`src/hw/rtl/par_pkg.sv`:
```
package par_pkg;

    // Default sizing
    localparam int MAX_CANDIDATES_DEF = 16;
    localparam int NUM_LOCALS_DEF     = 4;

    // Field widths
    localparam int ADDR_W       = 32;
    localparam int KIND_W       = 2;
    localparam int SCORE_W      = 3;
    localparam int ENTRY_W      = 38;
    localparam int PREFIX_W     = 6;
    localparam int LCOUNT_W     = 3;
    localparam int CFG_IDX_W    = 3;
    localparam int OUT_TDATA_W  = 40;
    localparam int NUM_SCORES   = 8;

    // Input kind codes
    localparam logic [KIND_W-1:0] KIND_IPV4  = 2'd0;
    localparam logic [KIND_W-1:0] KIND_EMPTY = 2'd1;
    localparam logic [KIND_W-1:0] KIND_OTHER = 2'd2;

    // Score codes
    localparam logic [SCORE_W-1:0] SCORE_SUBNET   = 3'd0;
    localparam logic [SCORE_W-1:0] SCORE_PRIVATE  = 3'd1;
    localparam logic [SCORE_W-1:0] SCORE_LINK     = 3'd2;
    localparam logic [SCORE_W-1:0] SCORE_OTHER    = 3'd3;
    localparam logic [SCORE_W-1:0] SCORE_LOOPBACK = 3'd5;
    localparam logic [SCORE_W-1:0] SCORE_INVALID  = 3'd6;

    // Register indexes (0..3 are the local entries)
    localparam logic [CFG_IDX_W-1:0] CFG_LOCAL_COUNT = 3'd4;

    // Address class prefixes
    localparam logic [7:0]  NET_LOOPBACK = 8'd127;
    localparam logic [7:0]  NET_TEN      = 8'd10;
    localparam logic [11:0] NET_172_16   = 12'hac1;
    localparam logic [15:0] NET_192_168  = 16'hc0a8;
    localparam logic [9:0]  NET_100_64   = 10'h191;
    localparam logic [15:0] NET_LINK     = 16'ha9fe;

    typedef enum logic [2:0] {
        ST_IDLE,
        ST_CHECK,
        ST_PASS,
        ST_READ,
        ST_TEST
    } state_t;

    // Controller to datapath
    typedef struct packed {
        logic commit;
        logic scan_init;
        logic pass_start;
        logic pass_next;
        logic rd_issue;
        logic emit;
        logic idx_next;
        logic finish;
    } cmd_t;

    // Datapath to controller
    typedef struct packed {
        logic item_last;
        logic scan_done;
        logic pass_present;
        logic rd_match;
        logic idx_end;
        logic out_free;
    } status_t;

endpackage

```
`src/hw/rtl/par_ctrl.sv`:
```
module par_ctrl
    import par_pkg::*;
(
    input  logic    clk,
    input  logic    rst_n,
    input  logic    in_valid,
    input  status_t status,
    output logic    in_ready,
    output cmd_t    cmd
);

    state_t state_reg;
    state_t state_next;

    // State register
    always_ff @(posedge clk or negedge rst_n)
    begin
        if (!rst_n)
        begin
            state_reg <= ST_IDLE;
        end
        else
        begin
            state_reg <= state_next;
        end
    end

    // Next state and commands
    always_comb
    begin
        state_next = state_reg;
        cmd        = '0;
        in_ready   = 1'b0;
        case (state_reg)
            ST_IDLE:
            begin
                in_ready = 1'b1;
                // datapath latches the word on the handshake itself
                if (in_valid)
                begin
                    state_next = ST_CHECK;
                end
            end
            ST_CHECK:
            begin
                cmd.commit = 1'b1;
                if (status.item_last)
                begin
                    cmd.scan_init = 1'b1;
                    state_next    = ST_PASS;
                end
                else
                begin
                    state_next = ST_IDLE;
                end
            end
            ST_PASS:
            begin
                if (status.scan_done)
                begin
                    cmd.finish = 1'b1;
                    state_next = ST_IDLE;
                end
                else if (status.pass_present)
                begin
                    cmd.pass_start = 1'b1;
                    state_next     = ST_READ;
                end
                else
                begin
                    cmd.pass_next = 1'b1;
                end
            end
            ST_READ:
            begin
                cmd.rd_issue = 1'b1;
                state_next   = ST_TEST;
            end
            ST_TEST:
            begin
                // hold on a matching entry until the output register frees up
                if (!status.rd_match || status.out_free)
                begin
                    cmd.emit = status.rd_match;
                    if (status.idx_end)
                    begin
                        cmd.pass_next = 1'b1;
                        state_next    = ST_PASS;
                    end
                    else
                    begin
                        cmd.idx_next = 1'b1;
                        state_next   = ST_READ;
                    end
                end
            end
            default:
            begin
                state_next = ST_IDLE;
            end
        endcase
    end

endmodule

```
`src/hw/rtl/par_datapath.sv`:
```
module par_datapath
    import par_pkg::*;
#(
    parameter int MAX_CANDIDATES = MAX_CANDIDATES_DEF,
    parameter int NUM_LOCALS     = NUM_LOCALS_DEF
)
(
    input  logic                   clk,
    input  logic                   rst_n,
    // input word
    input  logic                   in_load,
    input  logic [ADDR_W-1:0]      in_address,
    input  logic [KIND_W-1:0]      in_kind,
    input  logic                   in_last,
    // configuration
    input  logic                   cfg_write,
    input  logic [CFG_IDX_W-1:0]   cfg_index,
    input  logic [ENTRY_W-1:0]     cfg_data,
    // control
    input  cmd_t                   cmd,
    output status_t                status,
    // result word
    output logic                   out_valid,
    input  logic                   out_ready,
    output logic [ADDR_W-1:0]      out_address,
    output logic                   out_kind,
    output logic [SCORE_W-1:0]     out_score,
    output logic                   out_overflowed,
    output logic                   out_last
);

    localparam int CNT_W = $clog2(MAX_CANDIDATES + 1);
    localparam int IDX_W = (MAX_CANDIDATES > 1) ? $clog2(MAX_CANDIDATES) : 1;
    localparam int MEM_W = SCORE_W + 1 + ADDR_W;

    // Configuration registers
    logic [ENTRY_W-1:0]  local_entry_reg [NUM_LOCALS];
    logic [LCOUNT_W-1:0] local_count_reg;

    // Item under check
    logic [ADDR_W-1:0]         item_addr_reg;
    logic                      item_nk_reg;
    logic                      item_keep_reg;
    logic                      item_last_reg;
    logic [SCORE_W-1:0]        item_score_reg;
    logic [MAX_CANDIDATES-1:0] match_reg;

    // Kept list: compare copy in flops, ranked copy in memory
    logic [ADDR_W-1:0]  cam_addr_reg [MAX_CANDIDATES];
    logic               cam_kind_reg [MAX_CANDIDATES];
    logic [MEM_W-1:0]   kept_mem [MAX_CANDIDATES];
    logic [CNT_W-1:0]   count_reg;
    logic               overflow_reg;
    logic [NUM_SCORES-1:0] present_reg;

    // Scan state
    logic [SCORE_W-1:0] pass_reg;
    logic [IDX_W-1:0]   idx_reg;
    logic [CNT_W-1:0]   emitted_reg;
    logic [MEM_W-1:0]   rd_reg;

    // Output register
    logic               out_valid_reg;
    logic [ADDR_W-1:0]  out_addr_reg;
    logic               out_kind_reg;
    logic [SCORE_W-1:0] out_score_reg;
    logic               out_ovf_reg;
    logic               out_last_reg;

    logic               in_nk;
    logic               subnet_hit;
    logic [SCORE_W-1:0] score_calc;
    logic [MAX_CANDIDATES-1:0] match_calc;
    logic               dup;
    logic               room;
    logic               rd_kind;
    logic [SCORE_W-1:0] rd_score;
    logic [ADDR_W-1:0]  rd_addr;

    function automatic logic [ADDR_W-1:0] prefix_mask(input logic [PREFIX_W-1:0] p);
        logic [ADDR_W-1:0] m;
        if (p == '0 || p >= PREFIX_W'(ADDR_W))
        begin
            m = '1;
        end
        else
        begin
            m = ~({ADDR_W{1'b1}} >> p);
        end
        return m;
    endfunction

    // Configuration writes
    always_ff @(posedge clk or negedge rst_n)
    begin
        if (!rst_n)
        begin
            for (int j = 0; j < NUM_LOCALS; j++)
            begin
                local_entry_reg[j] <= '0;
            end
            local_count_reg <= '0;
        end
        else if (cfg_write)
        begin
            for (int j = 0; j < NUM_LOCALS; j++)
            begin
                if (cfg_index == CFG_IDX_W'(j))
                begin
                    local_entry_reg[j] <= cfg_data;
                end
            end
            if (cfg_index == CFG_LOCAL_COUNT)
            begin
                local_count_reg <= cfg_data[LCOUNT_W-1:0];
            end
        end
    end

    // Subnet match against active local entries
    always_comb
    begin
        subnet_hit = 1'b0;
        for (int j = 0; j < NUM_LOCALS; j++)
        begin
            if (LCOUNT_W'(j) < local_count_reg &&
                ((in_address ^ local_entry_reg[j][ENTRY_W-1:PREFIX_W]) &
                 prefix_mask(local_entry_reg[j][PREFIX_W-1:0])) == '0)
            begin
                subnet_hit = 1'b1;
            end
        end
    end

    // Score: non-IPv4 kind first, then loopback
    always_comb
    begin
        if (in_kind == KIND_OTHER)
            score_calc = SCORE_INVALID;
        else if (in_address[31:24] == NET_LOOPBACK)
            score_calc = SCORE_LOOPBACK;
        else if (subnet_hit)
            score_calc = SCORE_SUBNET;
        else if (in_address[31:24] == NET_TEN || in_address[31:20] == NET_172_16 ||
                 in_address[31:16] == NET_192_168 || in_address[31:22] == NET_100_64)
            score_calc = SCORE_PRIVATE;
        else if (in_address[31:16] == NET_LINK)
            score_calc = SCORE_LINK;
        else
            score_calc = SCORE_OTHER;
    end

    // Duplicate compare, one lane per kept entry
    assign in_nk = (in_kind == KIND_OTHER);
    always_comb
    begin
        for (int i = 0; i < MAX_CANDIDATES; i++)
        begin
            match_calc[i] = (CNT_W'(i) < count_reg) && (cam_addr_reg[i] == in_address) &&
                            (cam_kind_reg[i] == in_nk);
        end
    end

    // Latch the item on accept
    always_ff @(posedge clk)
    begin
        if (in_load)
        begin
            item_addr_reg  <= in_address;
            item_nk_reg    <= in_nk;
            item_keep_reg  <= (in_kind == KIND_IPV4) || (in_kind == KIND_OTHER);
            item_last_reg  <= in_last;
            item_score_reg <= score_calc;
            match_reg      <= match_calc;
        end
    end

    assign dup  = |match_reg;
    assign room = count_reg < CNT_W'(MAX_CANDIDATES);

    // Kept list control
    always_ff @(posedge clk or negedge rst_n)
    begin
        if (!rst_n)
        begin
            count_reg    <= '0;
            overflow_reg <= 1'b0;
            present_reg  <= '0;
        end
        else if (cmd.finish)
        begin
            count_reg    <= '0;
            overflow_reg <= 1'b0;
            present_reg  <= '0;
        end
        else if (cmd.commit && item_keep_reg && !dup)
        begin
            if (room)
            begin
                count_reg                   <= count_reg + CNT_W'(1);
                present_reg[item_score_reg] <= 1'b1;
            end
            else
            begin
                overflow_reg <= 1'b1;
            end
        end
    end

    // Compare copy
    always_ff @(posedge clk)
    begin
        if (cmd.commit && item_keep_reg && !dup && room)
        begin
            cam_addr_reg[count_reg[IDX_W-1:0]] <= item_addr_reg;
            cam_kind_reg[count_reg[IDX_W-1:0]] <= item_nk_reg;
        end
    end

    // Ranked copy in memory
    always_ff @(posedge clk)
    begin
        if (cmd.commit && item_keep_reg && !dup && room)
        begin
            kept_mem[count_reg[IDX_W-1:0]] <= {item_score_reg, item_nk_reg, item_addr_reg};
        end
        if (cmd.rd_issue)
        begin
            rd_reg <= kept_mem[idx_reg];
        end
    end

    assign rd_score = rd_reg[MEM_W-1 -: SCORE_W];
    assign rd_kind  = rd_reg[ADDR_W];
    assign rd_addr  = rd_reg[ADDR_W-1:0];

    // Scan counters
    always_ff @(posedge clk or negedge rst_n)
    begin
        if (!rst_n)
        begin
            pass_reg    <= '0;
            idx_reg     <= '0;
            emitted_reg <= '0;
        end
        else
        begin
            if (cmd.scan_init)
            begin
                pass_reg    <= '0;
                emitted_reg <= '0;
            end
            if (cmd.pass_next)
                pass_reg <= pass_reg + SCORE_W'(1);
            if (cmd.pass_start)
                idx_reg <= '0;
            if (cmd.idx_next)
                idx_reg <= idx_reg + IDX_W'(1);
            if (cmd.emit)
                emitted_reg <= emitted_reg + CNT_W'(1);
        end
    end

    // Output register
    always_ff @(posedge clk or negedge rst_n)
    begin
        if (!rst_n)
        begin
            out_valid_reg <= 1'b0;
        end
        else if (cmd.emit)
        begin
            out_valid_reg <= 1'b1;
        end
        else if (out_ready)
        begin
            out_valid_reg <= 1'b0;
        end
    end

    always_ff @(posedge clk)
    begin
        if (cmd.emit)
        begin
            out_addr_reg  <= rd_addr;
            out_kind_reg  <= rd_kind;
            out_score_reg <= rd_score;
            out_ovf_reg   <= overflow_reg;
            out_last_reg  <= (emitted_reg + CNT_W'(1)) == count_reg;
        end
    end

    assign status.item_last    = item_last_reg;
    assign status.scan_done    = emitted_reg == count_reg;
    assign status.pass_present = present_reg[pass_reg];
    assign status.rd_match     = rd_score == pass_reg;
    assign status.idx_end      = (CNT_W'(idx_reg) + CNT_W'(1)) == count_reg;
    assign status.out_free     = !out_valid_reg || out_ready;

    assign out_valid      = out_valid_reg;
    assign out_address    = out_addr_reg;
    assign out_kind       = out_kind_reg;
    assign out_score      = out_score_reg;
    assign out_overflowed = out_ovf_reg;
    assign out_last       = out_last_reg;

endmodule

```
`src/hw/rtl/peer_address_ranker_core.sv`:
```
// Each candidate word is accepted, then duplicate-checked and stored; no new word is taken during the check.
// On the last word the kept list is replayed from memory once per score present;
// each score pass reads every kept entry in turn (memory read, then score test).
// Output stalls hold the scan.
// Reset (rst_n, async, active low) empties the list, clears config and control; no clear pass.
module peer_address_ranker_core
    import par_pkg::*;
#(
    parameter int MAX_CANDIDATES = MAX_CANDIDATES_DEF,
    parameter int NUM_LOCALS     = NUM_LOCALS_DEF
)
(
    input  logic                   clk,
    input  logic                   rst_n,
    // candidate stream
    input  logic                   s_axis_tvalid,
    output logic                   s_axis_tready,
    input  logic [ADDR_W-1:0]      s_axis_tdata,   // [31:0] address
    input  logic [KIND_W-1:0]      s_axis_tuser,   // [1:0] kind
    input  logic                   s_axis_tlast,
    // ranked stream
    output logic                   m_axis_tvalid,
    input  logic                   m_axis_tready,
    output logic [OUT_TDATA_W-1:0] m_axis_tdata,   // [31:0] address, [34:32] score,
                                                   // [35] overflowed, [39:36] zero
    output logic [0:0]             m_axis_tuser,   // [0] ranked kind
    output logic                   m_axis_tlast,
    // register writes
    input  logic                   cfg_valid,
    output logic                   cfg_ready,
    input  logic [CFG_IDX_W-1:0]   cfg_index,
    input  logic [ENTRY_W-1:0]     cfg_data
);

    cmd_t               cmd;
    status_t            status;
    logic               in_ready;
    logic [ADDR_W-1:0]  out_address;
    logic               out_kind;
    logic [SCORE_W-1:0] out_score;
    logic               out_overflowed;

    assign s_axis_tready = in_ready;
    assign cfg_ready     = 1'b1;

    par_ctrl u_ctrl (
        .clk      (clk),
        .rst_n    (rst_n),
        .in_valid (s_axis_tvalid),
        .status   (status),
        .in_ready (in_ready),
        .cmd      (cmd)
    );

    par_datapath #(
        .MAX_CANDIDATES (MAX_CANDIDATES),
        .NUM_LOCALS     (NUM_LOCALS)
    ) u_datapath (
        .clk            (clk),
        .rst_n          (rst_n),
        .in_load        (s_axis_tvalid && in_ready),
        .in_address     (s_axis_tdata),
        .in_kind        (s_axis_tuser),
        .in_last        (s_axis_tlast),
        .cfg_write      (cfg_valid),
        .cfg_index      (cfg_index),
        .cfg_data       (cfg_data),
        .cmd            (cmd),
        .status         (status),
        .out_valid      (m_axis_tvalid),
        .out_ready      (m_axis_tready),
        .out_address    (out_address),
        .out_kind       (out_kind),
        .out_score      (out_score),
        .out_overflowed (out_overflowed),
        .out_last       (m_axis_tlast)
    );

    assign m_axis_tdata = {4'b0000, out_overflowed, out_score, out_address};
    assign m_axis_tuser = out_kind;

endmodule

```
`config.mk`:
```
export PLATFORM = sky130hd
export DESIGN_NAME = peer_address_ranker_core
export DESIGN_NICKNAME = d
export VERILOG_FILES = /design/src/hw/rtl/par_pkg.sv /design/src/hw/rtl/par_ctrl.sv /design/src/hw/rtl/par_datapath.sv /design/src/hw/rtl/peer_address_ranker_core.sv
export SDC_FILE = /design/constraint.sdc
export NUM_CORES = 1
export LEC_CHECK = 0
export BUFFER_PORTS_ARGS = -buffer_cell sky130_fd_sc_hd__buf_2
export CAP_MARGIN = 40
export CORE_MARGIN = 3
export CORE_UTILIZATION = 34
export CTS_CLUSTER_SIZE = 25
export DETAILED_ROUTE_END_ITERATION = 8
export GPL_ROUTABILITY_DRIVEN = 0
export SYNTH_ARGS = -nofsm -noshare
export SYNTH_HDL_FRONTEND = slang
export SYNTH_HIERARCHICAL = 1
export SYNTH_SLANG_ARGS = --single-unit
```
`constraint.sdc`:
```
create_clock -name clk -period 12.3 [get_ports clk]
set_input_delay 1.23 -clock clk [delete_from_list [all_inputs] [get_ports clk]]
set_output_delay 1.23 -clock clk [all_outputs]
set_load 0.02 [all_outputs]
```
Word-level counts from Yosys, hierarchy flattened
Memories as Yosys holds them, arrays and structs flattened. A register that Yosys moved wholly into a read port is not among the register bits.
Index checks and enable logic that the tools add are counted.
Operators by class
  $add $sub $neg: 5
  reduce and logical (&&, ||, !) cells: 81
  shift-type cells: 4
  equal/unequal tests: 55
  muxes and demuxes: 58
  bitwise operators: 13
  order comparisons: 28
Operators by type and width (count)
  $eq 32x32->1: 16
  $and 32x32->32: 4
  $logic_not 32->1: 4
  $mux 32: 4
  $not 32->32: 4
  $shr 32x6->32 const A: 4
  $xor 32x32->32: 4
  $logic_and 1x1->1: 41
  $lt 4x5->1 const A: 8
  $eq 16x16->1 const B: 2
  $mux 1: 26
  $mux 5: 5
  $ge 6x6->1 const B: 4
  $logic_not 6->1: 4
  $mux 3: 8
  $mux 8: 3
  $lt 3x5->1 const A: 4
  $eq 1x1->1: 16
  $reduce_or 16->1: 1
  $eq 5x5->1: 3
  $pmux 3 s5: 1
  $reduce_and 2->1: 7
  $eq 12x12->1 const B: 1
  $eq 3x2->1 const B: 4
  34 further kinds: 66
Storage, ports and cells
  bits in registers: 277
  word-level logic and storage cells: 272
  bits of input ports: 81
  output and inout bits: 45
  memories: 3
  bits in writable memories: 1104
Memories
  u_datapath.kept_mem: words 16, width 36, rd ports 1, clocked after memory_dff 1, wr ports 1, line par_datapath.sv:51  | logic [MEM_W-1:0] kept_mem [MAX_CANDIDATES];
  u_datapath.cam_addr_reg: words 16, width 32, rd ports 16, clocked after memory_dff 0, wr ports 1, line par_datapath.sv:49  | logic [ADDR_W-1:0] cam_addr_reg [MAX_CANDIDATES];
  u_datapath.cam_kind_reg: words 16, width 1, rd ports 16, clocked after memory_dff 0, wr ports 1, line par_datapath.sv:50  | logic cam_kind_reg [MAX_CANDIDATES];

Logic depth before layout (Yosys ltp)
  word-level depth: 12
  gate-level depth with buffers: 11
  depth with buffers taken out: 10

Cells and area by module
The synthesis kept the hierarchy.
Modules (own cells, without submodules)
  par_datapath: cells each 3037, area each 42562.1 µm², times used 1, sequential area each 25694.6 µm²
  par_ctrl: cells each 33, area each 289.0 µm², times used 1, sequential area each 75.1 µm²
  peer_address_ranker_core: cells each 9, area each 58.8 µm², times used 1, sequential area each 0.0 µm²

Worst setup path after synthesis
Ideal clock, no wire load.
  path kind: flip-flop to flip-flop
  start: register u_ctrl.state_reg[2]
  end: memory u_datapath.cam_addr_reg[0][0], enable pin
  arrival time: 4084 ps
  data required time: 11826 ps
  slack: 7742 ps
  setup time: 474 ps
  clock period less this slack: 4558 ps
  cell stages (with the launch flop): 8
  buffers on the path: 2
  path through: dfrtp_1 -> buf_2 -> nor3b_2 -> nand3_1 -> nor4_1 -> clkbuf_1 -> nand2_1 -> nor3_1
RTL lines
  start, declared: line par_ctrl.sv:12  | state_t state_reg;
  start signal, assigned: line par_ctrl.sv:24  | state_reg <= state_next;
  end, declared: line par_datapath.sv:49

==> impl_metrics.ini <==
[grt]
grt_pass1_wl_um = 224000
grt_max_degree = 60
top_usage_layer = met2
grt_util_all_layers_pct = 24.4
grt_util_met2_pct = 37.6
grt-ovfl-total = 0
grt_pass1_vias = 27600
grtUsageMet1_pct = 30.4
antenna_found_initial = 11
met3_usage_pct = 6.71

[critical_path]
worstSetupPathType = flop to flop
crit_path_start_kind = flop
worstPathArrival_ns = 5.10
endpoint_kind = flop
cp_max_fo = 50
reg2reg_from = u_datapath/idx_reg[0]
rrSetupSlack_ns = 7.61
required_ns = 12.71
reg2regPathDepth = 8
endpoint = u_datapath/rd_reg[27]
r2r-end = u_datapath/rd_reg[27]
startpoint = u_datapath/idx_reg[0]

[timing]
fin_crit_sh_pct = 38.1
finalHoldViolations = 0
fmax_mhz = 213
rsz0062_at_grt = false
relSlewSlack_pct = 20.6
fin_tns_setup_ns = 0
fin_ws_ns = 7.61
fin_crit_ns = 4.69
tightest_slew_ns = 1.18
finalClockSkew_ns = 0.0484
setup_viol = 0
finalMaxSlewViolations = 0

[yosys]
synth.top_cell.area_share_pct = 49.3
avgSynthCellArea_um2 = 13.9
yosysUniqueCellTypes = 76
netlist_area_um2 = 42900
netlist_instances = 3079
synth.largest_area_cell = edfxtp_1
synth_seq_cells = 889
synth_seq_area_share_pct = 60.1
synthTopCellsByArea = edfxtp_1, dfrtp_1, xor2_1, xnor2_1, mux2_2
async_reset_ff_share_pct = 20.8
synthFlopType = edfxtp_1
synth-edff-count = 704
yosysMostFrequentCell = edfxtp_1
ys_top_cells_by_count = edfxtp_1, xor2_1, xnor2_1
yosysWarningCount = 6

[cells_and_area]
final_nets = 3258
areaGrowthSynthToFinish_pct = 13.2
largest_reg_flops = 496
layout-drive-gt1-share_pct = 19.0

[power_and_ir_drop]
p_per_area_nw_per_um2 = 174
finalPower_uw = 8460
cellLeakagePower_uw = 0.0166
peakVddDrop_uv = 109

[clock_network]
post-cts-setup-buffers = 0
cts_tree = built
postCtsHoldBufs = 0
worstSkewPairLatency_ns = 0.70
root_buffer = clkbuf_16
cts_sinks = 889
cts_buffers = 94
post_cts_resized = 0
cts_buffer_depth = 3
cts.htree.levels = 3
clk_pin_slew_worst_paths_ns = 0.06

[floorplanning]
start_util_pct = 34.5
chipHeight_um = 361
num_io_pins = 126
die_x_um = 361
die_area_um2 = 131000
fp-row-count = 129
core_area_um2 = 124000

[place]
place_worst_setup_slack_ns = 7.68
port_buffers = 120
post-dp-hpwl_um = 114000

[drt]
dr.first_iter.drc_count = 4543
drt_wl_total_um = 163000
drc = 0
viasPerCell = 5.92
post_drt_wl_per_cell_um = 33.4
dr.pass1.iters = 6
vias = 29000
ant_nets = 0

[status]
status = completed

[hold_path]
min_path_type = flop to flop
holdCritStartpoint = u_datapath/rd_reg[2]

[flow_run]
max_cap_violations = 0
layout make-up:
type | instances | area [µm²]
repair buffers | 198 | 1370
multi-input cells | 1967 | 16400
flip-flops and latches | 889 | 25800
clock buffers | 128 | 2610
well taps | 1637 | 2050
fillers | 11700 | 75900
diodes | 4 | 10.0
clock inverters | 45 | 325
inverters | 20 | 75.1
layer usage:
| metal | vias up | routed length [µm] |
|---|---|---|
| met1 | 14700 | 59400 |
| met2 | 2009 | 73200 |
| li1 | 11700 | - |
| met3 | 494 | 17700 |
| met5 | - | 41 |
| met4 | 6 | 13000 |
report_power, final:
part           total, µW  internal [µW]  switching [µW]
combinational       1760            737            1030
clock               2750           1530            1220
sequential          3940           3590             350
per-stage QoR:
stage | cell area [µm²] | util (%) | hold slack (ns) | std cells
2_1_floorplan | 42900 | - | 0.400 | 3082
3_3_place_gp | 45300 | 36.4 | 0.406 | 4686
3_5_place_dp | 45600 | 36.6 | 0.405 | 4701
4_1_cts | 48500 | 39.0 | 0.420 | 4874
5_1_grt | 48600 | 39.0 | 0.424 | 4884
6_report | 48600 | 39.0 | 0.419 | 4888
critical path: stages, from the launching register on:
cell and delay [ns]:
dfrtp_4 0.96, buf_4 0.75, buf_4 0.85, buf_4 0.83, mux2_2 0.41, o21ai_0 0.14
a21oi_1 0.08, a22oi_1 0.21, nand2_1 0.11
cells by family after synthesis:
| kind of cell | after synthesis | share of synthesized area, % |
|---|---|---|
| other | 2 | 0.0175 |
| buffers and inverters | 226 | 2.25 |
| DFF | 889 | 60.1 |
| adders and majority gates | 8 | 0.227 |
| xor gates and xnor gates | 675 | 13.8 |
| AOI/OAI and AO/OA | 378 | 5.68 |
| muxes | 371 | 11.3 |
| and+or+nand+nor | 530 | 6.67 |
cells in the final DEF (no fill, tap or decap), drive strengths merged, types with 8 or more instances in the layout:
cell type and instances:
inv 22, nor3 31, nor2 71, a221oi 42
or4 13, nor2b 16, a22oi 41, nand2 130
nor4 112, nand4 79, clkbuf 133, edfxtp 704
mux4 74, mux2 172, o2bb2ai 8, nand3 24
nand4b 8, o21ai 119, a31oi 13, buf 191
dfrtp 185, xnor2 281, mux2i 125, nand2b 14
xor2 394, clkinv 40, a21oi 84
how the worst min path moves through the flow:
stage / endpoint / slack, ns / cells after the start
6_report: u_datapath/out_address[2] / 0.42 / 0
5_1_grt: u_datapath/out_address[31] / 0.42 / 0
4_1_cts: u_datapath/out_address[31] / 0.42 / 0
3_5_place_dp: u_datapath/out_address[31] / 0.40 / 0
3_3_place_gp: u_datapath/out_address[23] / 0.41 / 0
2_1_floorplan: u_datapath/out_address[0] / 0.40 / 0
No activity file was read; power rests on OpenSTA's default activity.
